==> src/design/dlr_pkg.sv <==
// dlr_pkg: shared types and constants of the dda line rasterizer
// no dependencies; imported by every other design file except dlr_queue
package dlr_pkg;

  localparam int PIX_BITS  = 12;
  localparam int WIN_BITS  = 13;
  localparam int RGBA_BITS = 32;

  localparam logic [WIN_BITS-1:0] WIN_CLAMP      = 13'd4096;
  localparam logic [WIN_BITS-1:0] WIN_WIDTH_RST  = 13'd800;
  localparam logic [WIN_BITS-1:0] WIN_HEIGHT_RST = 13'd600;

  typedef enum logic {
    OP_START = 1'b0,
    OP_STEP  = 1'b1
  } op_t;

  typedef enum logic {
    CFG_WIDTH  = 1'b0,
    CFG_HEIGHT = 1'b1
  } cfg_idx_t;

  typedef struct packed {
    logic [WIN_BITS-1:0] width;
    logic [WIN_BITS-1:0] height;
  } win_t;

endpackage

==> src/design/dlr_in_if.sv <==
// dlr_in_if: input transaction channel (start or step items)
// depends on dlr_pkg
interface dlr_in_if #(
  parameter int COORD_BITS = 16
);
  import dlr_pkg::*;

  logic                         valid;
  logic                         ready;
  logic                         op;
  logic signed [COORD_BITS-1:0] start_x;
  logic signed [COORD_BITS-1:0] start_y;
  logic signed [COORD_BITS-1:0] end_x;
  logic signed [COORD_BITS-1:0] end_y;
  logic [RGBA_BITS-1:0]         line_rgba;

  modport source(output valid, op, start_x, start_y, end_x, end_y, line_rgba, input ready);
  modport sink(input valid, op, start_x, start_y, end_x, end_y, line_rgba, output ready);
endinterface

==> src/design/dlr_out_if.sv <==
// dlr_out_if: pixel result transaction channel
// depends on dlr_pkg
interface dlr_out_if;
  import dlr_pkg::*;

  logic                 valid;
  logic                 ready;
  logic [PIX_BITS-1:0]  pixel_x;
  logic [PIX_BITS-1:0]  pixel_y;
  logic [RGBA_BITS-1:0] pixel_rgba;
  logic                 pixel_valid;
  logic                 line_done;

  modport source(output valid, pixel_x, pixel_y, pixel_rgba, pixel_valid, line_done,
                 input ready);
  modport sink(input valid, pixel_x, pixel_y, pixel_rgba, pixel_valid, line_done,
               output ready);
endinterface

==> src/design/dlr_queue.sv <==
// dlr_queue: small register queue between front and back end
// no package dependency; generic width and depth
module dlr_queue #(
  parameter int W     = 8,
  parameter int DEPTH = 2
) (
  input  logic         clk,
  input  logic         rst_n,
  input  logic         push_valid,
  output logic         push_ready,
  input  logic [W-1:0] push_data,
  output logic         pop_valid,
  input  logic         pop_ready,
  output logic [W-1:0] pop_data
);
  localparam int AW = (DEPTH > 1) ? $clog2(DEPTH) : 1;
  localparam int CW = $clog2(DEPTH + 1);

  logic [W-1:0]  mem_r [DEPTH];
  logic [AW-1:0] wr_ptr_r, rd_ptr_r;
  logic [CW-1:0] count_r;
  logic          push, pop;

  assign push_ready = (count_r != CW'(DEPTH));
  assign pop_valid  = (count_r != '0);
  assign pop_data   = mem_r[rd_ptr_r];
  assign push       = push_valid && push_ready;
  assign pop        = pop_valid && pop_ready;

  always_ff @(posedge clk) begin
    if (!rst_n) begin
      wr_ptr_r <= '0;
      rd_ptr_r <= '0;
      count_r  <= '0;
    end else begin
      if (push) begin
        wr_ptr_r <= (wr_ptr_r == AW'(DEPTH - 1)) ? '0 : wr_ptr_r + 1'b1;
      end
      if (pop) begin
        rd_ptr_r <= (rd_ptr_r == AW'(DEPTH - 1)) ? '0 : rd_ptr_r + 1'b1;
      end
      if (push && !pop) begin
        count_r <= count_r + 1'b1;
      end else if (pop && !push) begin
        count_r <= count_r - 1'b1;
      end
    end
  end

  always_ff @(posedge clk) begin
    if (push) begin
      mem_r[wr_ptr_r] <= push_data;
    end
  end
endmodule

==> src/design/dlr_front.sv <==
// dlr_front: accepts input transactions and forms the endpoint deltas
// depends on dlr_pkg and dlr_in_if; feeds dlr_queue
module dlr_front #(
  parameter int COORD_BITS = 16
) (
  dlr_in_if.sink                   in_ch,
  output logic                     push_valid,
  input  logic                     push_ready,
  output logic [4*COORD_BITS+34:0] push_data
);
  import dlr_pkg::*;

  localparam int C = COORD_BITS;

  logic signed [C:0] dx, dy;
  op_t               op;

  assign op = op_t'(in_ch.op);
  assign dx = {in_ch.end_x[C-1], in_ch.end_x} - {in_ch.start_x[C-1], in_ch.start_x};
  assign dy = {in_ch.end_y[C-1], in_ch.end_y} - {in_ch.start_y[C-1], in_ch.start_y};

  assign in_ch.ready = push_ready;
  assign push_valid  = in_ch.valid;
  assign push_data   = {op == OP_STEP, in_ch.start_x, in_ch.start_y, dx, dy, in_ch.line_rgba};
endmodule

==> src/design/dlr_back.sv <==
// dlr_back: line setup (span, restoring divider) and per-step pixel generation
// depends on dlr_pkg and dlr_out_if; pops from dlr_queue
module dlr_back #(
  parameter int COORD_BITS = 16,
  parameter int FRAC_BITS  = 16
) (
  input  logic                     clk,
  input  logic                     rst_n,
  input  dlr_pkg::win_t            win,
  input  logic                     pop_valid,
  output logic                     pop_ready,
  input  logic [4*COORD_BITS+34:0] pop_data,
  dlr_out_if.source                out_ch
);
  import dlr_pkg::*;

  localparam int C    = COORD_BITS;
  localparam int F    = FRAC_BITS;
  localparam int EW   = 4 * C + 35;
  localparam int PW   = C + F + 2;
  localparam int SW   = F + 2;
  localparam int QW   = F + 1;
  localparam int NB   = C + F + 1;
  localparam int NW   = $clog2(NB + 1);
  localparam int XW   = C + 2;
  localparam int CMPW = (XW > WIN_BITS) ? XW : WIN_BITS;
  localparam logic signed [PW-1:0] HALF = {{(PW - F){1'b0}}, 1'b1, {(F - 1){1'b0}}};

  typedef enum logic [5:0] {
    S_READY = 6'b000001,
    S_MAG   = 6'b000010,
    S_SPAN  = 6'b000100,
    S_PREP  = 6'b001000,
    S_DIV   = 6'b010000,
    S_FIN   = 6'b100000
  } state_t;

  // head of queue
  logic                 op_h;
  logic signed [C-1:0]  x0_h, y0_h;
  logic signed [C:0]    dx_h, dy_h;
  logic [RGBA_BITS-1:0] rgba_h;

  assign op_h   = pop_data[EW-1];
  assign x0_h   = pop_data[EW-2 -: C];
  assign y0_h   = pop_data[EW-2-C -: C];
  assign dx_h   = pop_data[EW-2-2*C -: C+1];
  assign dy_h   = pop_data[EW-3-3*C -: C+1];
  assign rgba_h = pop_data[RGBA_BITS-1:0];

  state_t               state_r, state_nxt;
  logic                 active_r, active_nxt;
  logic                 ov_r, ov_nxt;
  logic signed [PW-1:0] pos_x_r, pos_x_nxt, pos_y_r, pos_y_nxt;
  logic signed [SW-1:0] step_x_r, step_x_nxt, step_y_r, step_y_nxt;
  logic [C-1:0]         left_r, left_nxt;
  logic [RGBA_BITS-1:0] rgba_r, rgba_nxt;
  logic signed [C:0]    dx_r, dx_nxt, dy_r, dy_nxt;
  logic [C-1:0]         mag_x_r, mag_x_nxt, mag_y_r, mag_y_nxt;
  logic [C-1:0]         span_r, span_nxt;
  logic [NB-1:0]        dvd_x_r, dvd_x_nxt, dvd_y_r, dvd_y_nxt;
  logic [C-1:0]         rem_x_r, rem_x_nxt, rem_y_r, rem_y_nxt;
  logic [QW-1:0]        q_x_r, q_x_nxt, q_y_r, q_y_nxt;
  logic [NW-1:0]        cnt_r, cnt_nxt;
  logic [PIX_BITS-1:0]  opx_r, opx_nxt, opy_r, opy_nxt;
  logic [RGBA_BITS-1:0] orgba_r, orgba_nxt;
  logic                 opv_r, opv_nxt, odone_r, odone_nxt;

  logic                 out_free, take;
  logic signed [PW-1:0] sx, sy;
  logic [CMPW-1:0]      xe, ye;
  logic                 in_win;
  logic [C:0]           trial_x, trial_y, span_e;
  logic                 ge_x, ge_y;
  logic [C:0]           neg_dx, neg_dy;
  logic signed [SW-1:0] qx_e, qy_e;

  assign out_free  = !ov_r || out_ch.ready;
  assign pop_ready = (state_r == S_READY) && out_free;
  assign take      = pop_valid && pop_ready;

  // round to nearest, halves away from zero; negative results are clipped anyway
  assign sx     = pos_x_r + HALF;
  assign sy     = pos_y_r + HALF;
  assign xe     = CMPW'(sx[PW-1:F]);
  assign ye     = CMPW'(sy[PW-1:F]);
  assign in_win = !sx[PW-1] && (sx != '0) && !sy[PW-1] && (sy != '0)
                  && (xe < CMPW'(win.width)) && (ye < CMPW'(win.height));

  assign span_e  = {1'b0, span_r};
  assign trial_x = {rem_x_r, dvd_x_r[NB-1]};
  assign trial_y = {rem_y_r, dvd_y_r[NB-1]};
  assign ge_x    = trial_x >= span_e;
  assign ge_y    = trial_y >= span_e;
  assign neg_dx  = -dx_r;
  assign neg_dy  = -dy_r;
  assign qx_e    = SW'(q_x_r);
  assign qy_e    = SW'(q_y_r);

  always_comb begin
    state_nxt  = state_r;
    active_nxt = active_r;
    ov_nxt     = ov_r;
    pos_x_nxt  = pos_x_r;
    pos_y_nxt  = pos_y_r;
    step_x_nxt = step_x_r;
    step_y_nxt = step_y_r;
    left_nxt   = left_r;
    rgba_nxt   = rgba_r;
    dx_nxt     = dx_r;
    dy_nxt     = dy_r;
    mag_x_nxt  = mag_x_r;
    mag_y_nxt  = mag_y_r;
    span_nxt   = span_r;
    dvd_x_nxt  = dvd_x_r;
    dvd_y_nxt  = dvd_y_r;
    rem_x_nxt  = rem_x_r;
    rem_y_nxt  = rem_y_r;
    q_x_nxt    = q_x_r;
    q_y_nxt    = q_y_r;
    cnt_nxt    = cnt_r;
    opx_nxt    = opx_r;
    opy_nxt    = opy_r;
    orgba_nxt  = orgba_r;
    opv_nxt    = opv_r;
    odone_nxt  = odone_r;

    if (take) begin
      ov_nxt  = 1'b1;
      opx_nxt = '0;
      opy_nxt = '0;
      opv_nxt = 1'b0;
      if (op_t'(op_h) == OP_START) begin
        odone_nxt  = 1'b0;
        orgba_nxt  = rgba_h;
        rgba_nxt   = rgba_h;
        pos_x_nxt  = {{2{x0_h[C-1]}}, x0_h, {F{1'b0}}};
        pos_y_nxt  = {{2{y0_h[C-1]}}, y0_h, {F{1'b0}}};
        dx_nxt     = dx_h;
        dy_nxt     = dy_h;
        active_nxt = 1'b1;
        state_nxt  = S_MAG;
      end else if (!active_r) begin
        // idle step
        odone_nxt = 1'b1;
        orgba_nxt = '0;
      end else begin
        opv_nxt   = in_win;
        opx_nxt   = in_win ? xe[PIX_BITS-1:0] : '0;
        opy_nxt   = in_win ? ye[PIX_BITS-1:0] : '0;
        orgba_nxt = rgba_r;
        if (left_r == '0) begin
          odone_nxt  = 1'b1;
          active_nxt = 1'b0;
        end else begin
          odone_nxt = 1'b0;
          pos_x_nxt = pos_x_r + PW'(step_x_r);
          pos_y_nxt = pos_y_r + PW'(step_y_r);
          left_nxt  = left_r - 1'b1;
        end
      end
    end else if (out_ch.ready) begin
      ov_nxt = 1'b0;
    end

    unique case (state_r)
      S_READY: begin
      end
      S_MAG: begin
        mag_x_nxt = dx_r[C] ? neg_dx[C-1:0] : dx_r[C-1:0];
        mag_y_nxt = dy_r[C] ? neg_dy[C-1:0] : dy_r[C-1:0];
        state_nxt = S_SPAN;
      end
      S_SPAN: begin
        span_nxt  = (mag_x_r >= mag_y_r) ? mag_x_r : mag_y_r;
        state_nxt = S_PREP;
      end
      S_PREP: begin
        left_nxt  = span_r;
        dvd_x_nxt = {1'b0, mag_x_r, {F{1'b0}}} + NB'(span_r >> 1);
        dvd_y_nxt = {1'b0, mag_y_r, {F{1'b0}}} + NB'(span_r >> 1);
        rem_x_nxt = '0;
        rem_y_nxt = '0;
        q_x_nxt   = '0;
        q_y_nxt   = '0;
        cnt_nxt   = NW'(NB);
        if (span_r == '0) begin
          step_x_nxt = '0;
          step_y_nxt = '0;
          state_nxt  = S_READY;
        end else begin
          state_nxt = S_DIV;
        end
      end
      S_DIV: begin
        // restoring division, one quotient bit per cycle
        rem_x_nxt = ge_x ? C'(trial_x - span_e) : trial_x[C-1:0];
        rem_y_nxt = ge_y ? C'(trial_y - span_e) : trial_y[C-1:0];
        q_x_nxt   = {q_x_r[QW-2:0], ge_x};
        q_y_nxt   = {q_y_r[QW-2:0], ge_y};
        dvd_x_nxt = {dvd_x_r[NB-2:0], 1'b0};
        dvd_y_nxt = {dvd_y_r[NB-2:0], 1'b0};
        cnt_nxt   = cnt_r - 1'b1;
        if (cnt_r == NW'(1)) begin
          state_nxt = S_FIN;
        end
      end
      S_FIN: begin
        step_x_nxt = dx_r[C] ? -qx_e : qx_e;
        step_y_nxt = dy_r[C] ? -qy_e : qy_e;
        state_nxt  = S_READY;
      end
      default: begin
        state_nxt = S_READY;
      end
    endcase
  end

  always_ff @(posedge clk) begin
    if (!rst_n) begin
      state_r  <= S_READY;
      active_r <= 1'b0;
      ov_r     <= 1'b0;
    end else begin
      state_r  <= state_nxt;
      active_r <= active_nxt;
      ov_r     <= ov_nxt;
    end
  end

  always_ff @(posedge clk) begin
    pos_x_r  <= pos_x_nxt;
    pos_y_r  <= pos_y_nxt;
    step_x_r <= step_x_nxt;
    step_y_r <= step_y_nxt;
    left_r   <= left_nxt;
    rgba_r   <= rgba_nxt;
    dx_r     <= dx_nxt;
    dy_r     <= dy_nxt;
    mag_x_r  <= mag_x_nxt;
    mag_y_r  <= mag_y_nxt;
    span_r   <= span_nxt;
    dvd_x_r  <= dvd_x_nxt;
    dvd_y_r  <= dvd_y_nxt;
    rem_x_r  <= rem_x_nxt;
    rem_y_r  <= rem_y_nxt;
    q_x_r    <= q_x_nxt;
    q_y_r    <= q_y_nxt;
    cnt_r    <= cnt_nxt;
    opx_r    <= opx_nxt;
    opy_r    <= opy_nxt;
    orgba_r  <= orgba_nxt;
    opv_r    <= opv_nxt;
    odone_r  <= odone_nxt;
  end

  assign out_ch.valid       = ov_r;
  assign out_ch.pixel_x     = opx_r;
  assign out_ch.pixel_y     = opy_r;
  assign out_ch.pixel_rgba  = orgba_r;
  assign out_ch.pixel_valid = opv_r;
  assign out_ch.line_done   = odone_r;
endmodule

==> src/design/dda_line_rasterizer.sv <==
// dda_line_rasterizer: top level, window registers, front end, queue, back end
// depends on dlr_pkg, dlr_in_if, dlr_out_if, dlr_front, dlr_queue, dlr_back
//
//  channel | direction | handshake        | payload
//  in_ch   | sink      | valid / ready    | op, start_x, start_y, end_x, end_y, line_rgba
//  out_ch  | source    | valid / ready    | pixel_x, pixel_y, pixel_rgba, pixel_valid, line_done
//  cfg_    | write     | cfg_we           | cfg_index, cfg_data
//
// step transactions: one pixel per cycle through the output register while out_ch is not stalled
// start transactions: the back end walks S_MAG, S_SPAN, S_PREP, S_DIV (the restoring divider,
//   one quotient bit per cycle) and S_FIN (both skipped for a zero span); no new item until S_READY
// a two-entry queue keeps the input side taking transactions while the back end works
// reset (synchronous, rst_n low) empties the queue, drops any line, sets window 800 x 600
module dda_line_rasterizer #(
  parameter int COORD_BITS = 16,
  parameter int FRAC_BITS  = 16
) (
  input  logic                          clk,
  input  logic                          rst_n,
  dlr_in_if.sink                        in_ch,
  dlr_out_if.source                     out_ch,
  input  logic                          cfg_we,
  input  logic                          cfg_index,
  input  logic [dlr_pkg::WIN_BITS-1:0]  cfg_data
);
  import dlr_pkg::*;

  localparam int EW = 4 * COORD_BITS + 35;

  win_t          win_r;
  logic          push_valid, push_ready, pop_valid, pop_ready;
  logic [EW-1:0] push_data, pop_data;
  logic [WIN_BITS-1:0] cfg_clamped;

  // anything past 4096 behaves as 4096
  assign cfg_clamped = (cfg_data > WIN_CLAMP) ? WIN_CLAMP : cfg_data;

  always_ff @(posedge clk) begin
    if (!rst_n) begin
      win_r.width  <= WIN_WIDTH_RST;
      win_r.height <= WIN_HEIGHT_RST;
    end else if (cfg_we) begin
      unique case (cfg_idx_t'(cfg_index))
        CFG_WIDTH:  win_r.width  <= cfg_clamped;
        CFG_HEIGHT: win_r.height <= cfg_clamped;
      endcase
    end
  end

  dlr_front #(
    .COORD_BITS(COORD_BITS)
  ) u_front (
    .in_ch      (in_ch),
    .push_valid (push_valid),
    .push_ready (push_ready),
    .push_data  (push_data)
  );

  dlr_queue #(
    .W     (EW),
    .DEPTH (2)
  ) u_queue (
    .clk        (clk),
    .rst_n      (rst_n),
    .push_valid (push_valid),
    .push_ready (push_ready),
    .push_data  (push_data),
    .pop_valid  (pop_valid),
    .pop_ready  (pop_ready),
    .pop_data   (pop_data)
  );

  dlr_back #(
    .COORD_BITS(COORD_BITS),
    .FRAC_BITS (FRAC_BITS)
  ) u_back (
    .clk       (clk),
    .rst_n     (rst_n),
    .win       (win_r),
    .pop_valid (pop_valid),
    .pop_ready (pop_ready),
    .pop_data  (pop_data),
    .out_ch    (out_ch)
  );
endmodule

==> src/flat_wrapper.sv <==
// flat-port wrapper written by rule: the top's interface ports become plain ports
module dda_line_rasterizer_flat import dlr_pkg::*;
#(
  parameter int COORD_BITS = 16,
  parameter int FRAC_BITS  = 16
)
  (clk, rst_n, cfg_we, cfg_index, cfg_data, in_ch_valid, in_ch_op, in_ch_start_x, in_ch_start_y, in_ch_end_x, in_ch_end_y, in_ch_line_rgba, in_ch_ready, out_ch_valid, out_ch_pixel_x, out_ch_pixel_y, out_ch_pixel_rgba, out_ch_pixel_valid, out_ch_line_done, out_ch_ready);
  dlr_in_if #(.COORD_BITS(COORD_BITS)) in_ch_i ();
  dlr_out_if out_ch_i ();
  input  logic clk;
  input  logic rst_n;
  input  logic cfg_we;
  input  logic cfg_index;
  input  logic [dlr_pkg::WIN_BITS-1:0] cfg_data;
  input wire logic [$bits(in_ch_i.valid)-1:0] in_ch_valid;
  input wire logic [$bits(in_ch_i.op)-1:0] in_ch_op;
  input wire logic [$bits(in_ch_i.start_x)-1:0] in_ch_start_x;
  input wire logic [$bits(in_ch_i.start_y)-1:0] in_ch_start_y;
  input wire logic [$bits(in_ch_i.end_x)-1:0] in_ch_end_x;
  input wire logic [$bits(in_ch_i.end_y)-1:0] in_ch_end_y;
  input wire logic [$bits(in_ch_i.line_rgba)-1:0] in_ch_line_rgba;
  output wire logic [$bits(in_ch_i.ready)-1:0] in_ch_ready;
  output wire logic [$bits(out_ch_i.valid)-1:0] out_ch_valid;
  output wire logic [$bits(out_ch_i.pixel_x)-1:0] out_ch_pixel_x;
  output wire logic [$bits(out_ch_i.pixel_y)-1:0] out_ch_pixel_y;
  output wire logic [$bits(out_ch_i.pixel_rgba)-1:0] out_ch_pixel_rgba;
  output wire logic [$bits(out_ch_i.pixel_valid)-1:0] out_ch_pixel_valid;
  output wire logic [$bits(out_ch_i.line_done)-1:0] out_ch_line_done;
  input wire logic [$bits(out_ch_i.ready)-1:0] out_ch_ready;
  assign in_ch_i.valid = in_ch_valid;
  assign in_ch_i.op = in_ch_op;
  assign in_ch_i.start_x = in_ch_start_x;
  assign in_ch_i.start_y = in_ch_start_y;
  assign in_ch_i.end_x = in_ch_end_x;
  assign in_ch_i.end_y = in_ch_end_y;
  assign in_ch_i.line_rgba = in_ch_line_rgba;
  assign in_ch_ready = in_ch_i.ready;
  assign out_ch_valid = out_ch_i.valid;
  assign out_ch_pixel_x = out_ch_i.pixel_x;
  assign out_ch_pixel_y = out_ch_i.pixel_y;
  assign out_ch_pixel_rgba = out_ch_i.pixel_rgba;
  assign out_ch_pixel_valid = out_ch_i.pixel_valid;
  assign out_ch_line_done = out_ch_i.line_done;
  assign out_ch_i.ready = out_ch_ready;
  dda_line_rasterizer #(.COORD_BITS(COORD_BITS), .FRAC_BITS(FRAC_BITS)) u_core (.clk(clk), .rst_n(rst_n), .in_ch(in_ch_i), .out_ch(out_ch_i), .cfg_we(cfg_we), .cfg_index(cfg_index), .cfg_data(cfg_data));
endmodule
==> config.mk <==
export PLATFORM = sky130hd
export DESIGN_NAME = dda_line_rasterizer_flat
export DESIGN_NICKNAME = d
export VERILOG_FILES = /design/src/design/dlr_pkg.sv /design/src/design/dlr_in_if.sv /design/src/design/dlr_out_if.sv /design/src/design/dlr_queue.sv /design/src/design/dlr_front.sv /design/src/design/dlr_back.sv /design/src/design/dda_line_rasterizer.sv /design/src/flat_wrapper.sv
export SDC_FILE = /design/constraint.sdc
export NUM_CORES = 1
export LEC_CHECK = 0
export BUFFER_PORTS_ARGS = -buffer_cell sky130_fd_sc_hd__buf_2
export CAP_MARGIN = 20
export CORE_AREA = 2 2 234 236
export DETAILED_ROUTE_END_ITERATION = 8
export DIE_AREA = 0 0 236 238
export PLACE_DENSITY = 0.81
export RECOVER_POWER = 25
export SYNTH_ARGS = -nofsm -noshare
export SYNTH_HDL_FRONTEND = slang
export SYNTH_HIERARCHICAL = 1
export SYNTH_SLANG_ARGS = --single-unit
==> constraint.sdc <==
create_clock -name clk -period 11.8 [get_ports clk]
set_clock_uncertainty 0.15 [all_clocks]
set_input_delay 2.36 -clock clk [delete_from_list [all_inputs] [get_ports clk]]
set_output_delay 2.36 -clock clk [all_outputs]
set_load 0.05 [all_outputs]
==> metrics.cfg <==
[final_layout]
final_nets = 3328
drive_above_1_share_pct = 13.6
area_growth_pct = 9.87
finish.utilization_pct = 70.9

[setup_path]
end_kind = flip-flop
path_class = reg2reg
r2r_start = u_core/u_back/state_r[0]$_SDFF_PN1_
cp_max_fo = 112
cp-start-kind = flip-flop
arrival_ns = 5.71
reg2regPathDepth = 5
crit_required_ns = 11.73
critical_path.startpoint = u_core/u_back/state_r[0]$_SDFF_PN1_

[yosys]
syn-instance-count = 2908
synth_top_area_share_pct = 53.2
synth-seq-area-share_pct = 55.5
synth_area_um2 = 34500
synth_nets = 3210
synth_common_cells = 612 x edfxtp_1, 248 x nand2_1, 210 x nor2_1
synth_top_flop_cell = edfxtp_1
synthArstFlopShare_pct = 0
synth.distinct_cells = 85
synth_edf_count = 612
synthDominantAreaCellType = edfxtp_1
synth_seq_cells = 651
yosys_warnings = 6
synth.area.top_cells = edfxtp_1 53%, ha_1 6.5%, mux2_2 4.3%
syn_area_per_cell_um2 = 11.9
synthMostInstantiatedCell = edfxtp_1

[grt]
antenna_found_initial = 5
grt_pass1_vias = 23300
grtUsageTotal_pct = 27.2
gr-total-overflow = 0
grt_pass1_wl_mm = 122
grt_max_degree = 113

[clock_network]
post_cts_buffers = 0
clk_pin_slew_ns = 0.06
cts_buffer_depth = 3
cts_hold_buffers = 0
cts-root-buf = clkbuf_16
htreeDepth = 3
ctsResizeCount = 0
worst_skew_pair.late_latency_ns = 0.63
cts_tree = built
cts_buffers = 70
clock_sinks = 651

[pwr]
seqPwrFrac_pct = 41.7
switching_share_pct = 34.0
p_per_area_nw_per_um2 = 211
pwr-share-comb_pct = 30.2
cellLeakagePower_nw = 14.2
p_clk_share_pct = 28.1
p_int_w = 0.00527
ir_drop_uv = 191
power_switching_w = 0.00271

[floorplanning]
die_height_um = 238
core_area_um2 = 53500
start_util_pct = 64.5
die-area_um2 = 56200
rows = 85
fp.dieW_um = 236
io_pins = 176

[detailed_routing]
drtIter0Drc = 2163
routed_wl_mm = 76.2
wl_per_cell_um = 20.2
drt_first_pass_iters = 5
avgViaCountPerCell = 6.15
drc = 0
via_count = 23200
drtAntennaViolNets = 0

[timing]
final.setup.tns_ns = 0
finalHoldViolCount = 0
setup_viol_count_final = 0
rsz0062_at_grt = false
tightest_slew_ns = 4.40
slew_headroom_pct = -194
finalMaxSlewViolations = 344
layout_min_cycle_time_ns = 5.78
final.period_utilization_pct = 49.0
fmax_mhz = 173

[place]
routabilityCongestion = 0.899
dp_hpwl_mm = 52.4
port_buffers = 175

[worst_hold_path]
hold_class = reg2reg
hp-start = u_core/win_r[1]$_SDFFE_PN0P_
min_path_cells = 2

[outcome]
outcome = complete, but fails checks
violations = capacitance limit, slew limit

[flow_run]
maxCapViolCount = 6

[cells by family (layout without fill, tap and decap cells)]
| group | after synthesis | in the layout | share of synthesized area [%] |
|---|---|---|---|
| AND/OR/NAND/NOR | 824 | 824 | 11.8 |
| flip-flops | 651 | 651 | 55.5 |
| AO/OA/AOI/OAI | 564 | 564 | 10.9 |
| buffers and inverters | 315 | 488 | 4.33 |
| XOR/XNOR | 201 | 201 | 5.10 |
| adder cells (fa/ha/maj) | 186 | 186 | 6.87 |
| multiplexers | 167 | 167 | 5.46 |
| other | 0 | 2 | 0 |
[sequential cells by signal, indices dropped and copies added, names as in the netlist, 16 cells and up, named ones only]
register	flops
u_core/u_back/dvd_y_r	32
u_core/u_back/pos_y_r	34
u_core/u_back/step_y_r	18
u_core/u_back/left_r	16
u_core/u_back/out_ch.pixel_rgba	32
u_core/u_back/q_y_r	17
u_core/u_back/dvd_x_r	18
u_core/u_back/dy_r	17
u_core/u_back/rem_x_r	16
u_core/u_back/mag_x_r	16
u_core/u_back/step_x_r	18
u_core/win_r	26
u_core/u_queue/mem_r	198
u_core/u_back/mag_y_r	16
u_core/u_back/q_x_r	17
u_core/u_back/span_r	16
u_core/u_back/rgba_r	32
u_core/u_back/pos_x_r	34
u_core/u_back/dx_r	17
u_core/u_back/rem_y_r	16
[layout by cell type, fill, tap and decap left out, types with 26 or more instances in the layout]
cell,n
buf_2,133
clkbuf_16,71
ha_1,180
a21o_1,64
nand4_1,29
mux2i_1,26
clkbuf_1,58
mux2_2,114
nand2b_1,27
and2_1,42
xnor2_1,113
a22o_1,32
o31ai_1,30
nand2_1,248
edfxtp_1,612
nor2b_1,36
dfxtp_1,39
o21ai_0,117
nor3_1,37
nand3_1,38
inv_1,161
a21oi_1,128
xor2_1,88
nor2_1,208
[final timing paths]
check / to / slack [ns]
setup reg to reg: u_core/u_back/dvd_y_r[14]$_DFFE_PP_ / 6.02
hold reg to reg: u_core/win_r[1]$_SDFFE_PN0P_ / 0.32
setup / recovery: u_core/u_back/dvd_y_r[14]$_DFFE_PP_ / 6.02
hold / removal: u_core/win_r[1]$_SDFFE_PN0P_ / 0.32
[routing by layer]
| metal | up-vias | GRT usage [%] | share of wire (%) |
|---|---|---|---|
| met2 | 848 | 46.5 | 49 |
| met1 | 11300 | 35.1 | 41 |
| met4 | 4 | 9.34 | 3.0 |
| li1 | 10900 | - | - |
| met3 | 155 | 4.86 | 6.6 |
| met5 | - | 0 | 0.031 |
[critical path, stage by stage (launching register included)]
cell and delay (ns):
dfxtp_1 0.33, nor2_1 0.19, nand2_1 0.10, nor3b_1 0.21, clkbuf_1 3.10, o21ai_0 1.15
[cell type report]
type | instances | area [µm²]
clock buffer | 82 | 1830
tap | 696 | 871
clock inverter | 45 | 549
antenna | 2 | 5.00
multi-input combinational | 1942 | 13900
inverter | 164 | 618
fill | 3579 | 15600
sequential | 651 | 19200
timing repair buffer | 197 | 993
[stage by stage]
stage | area, µm² | std cells | hold slack, ns | worst slack (ns) | total power [W]
after floorplan | 34500 | 2908 | 0.285 | 5.52 | 0.00513
after global placement | 35600 | 3647 | 0.291 | 7.05 | 0.00565
after detailed placement | 35600 | 3647 | 0.306 | 6.98 | 0.00574
after CTS | 38000 | 3774 | 0.314 | 6.92 | 0.00800
after global routing | 37900 | 3778 | 0.341 | 5.44 | 0.00835
final | 37900 | 3779 | 0.316 | 6.02 | 0.00799
[power by group through the flow]
stage	Clock [W]	Combinational [W]	Sequential (W)
finish	0.00224	0.00242	0.00333
global route	0.00236	0.00262	0.00337
CTS	0.00227	0.00240	0.00333
detailed placement	0	0.00237	0.00337
global placement	0	0.00229	0.00336
floorplan	0	0.00151	0.00362
Note: power is estimated with default switching activity, not from simulation.
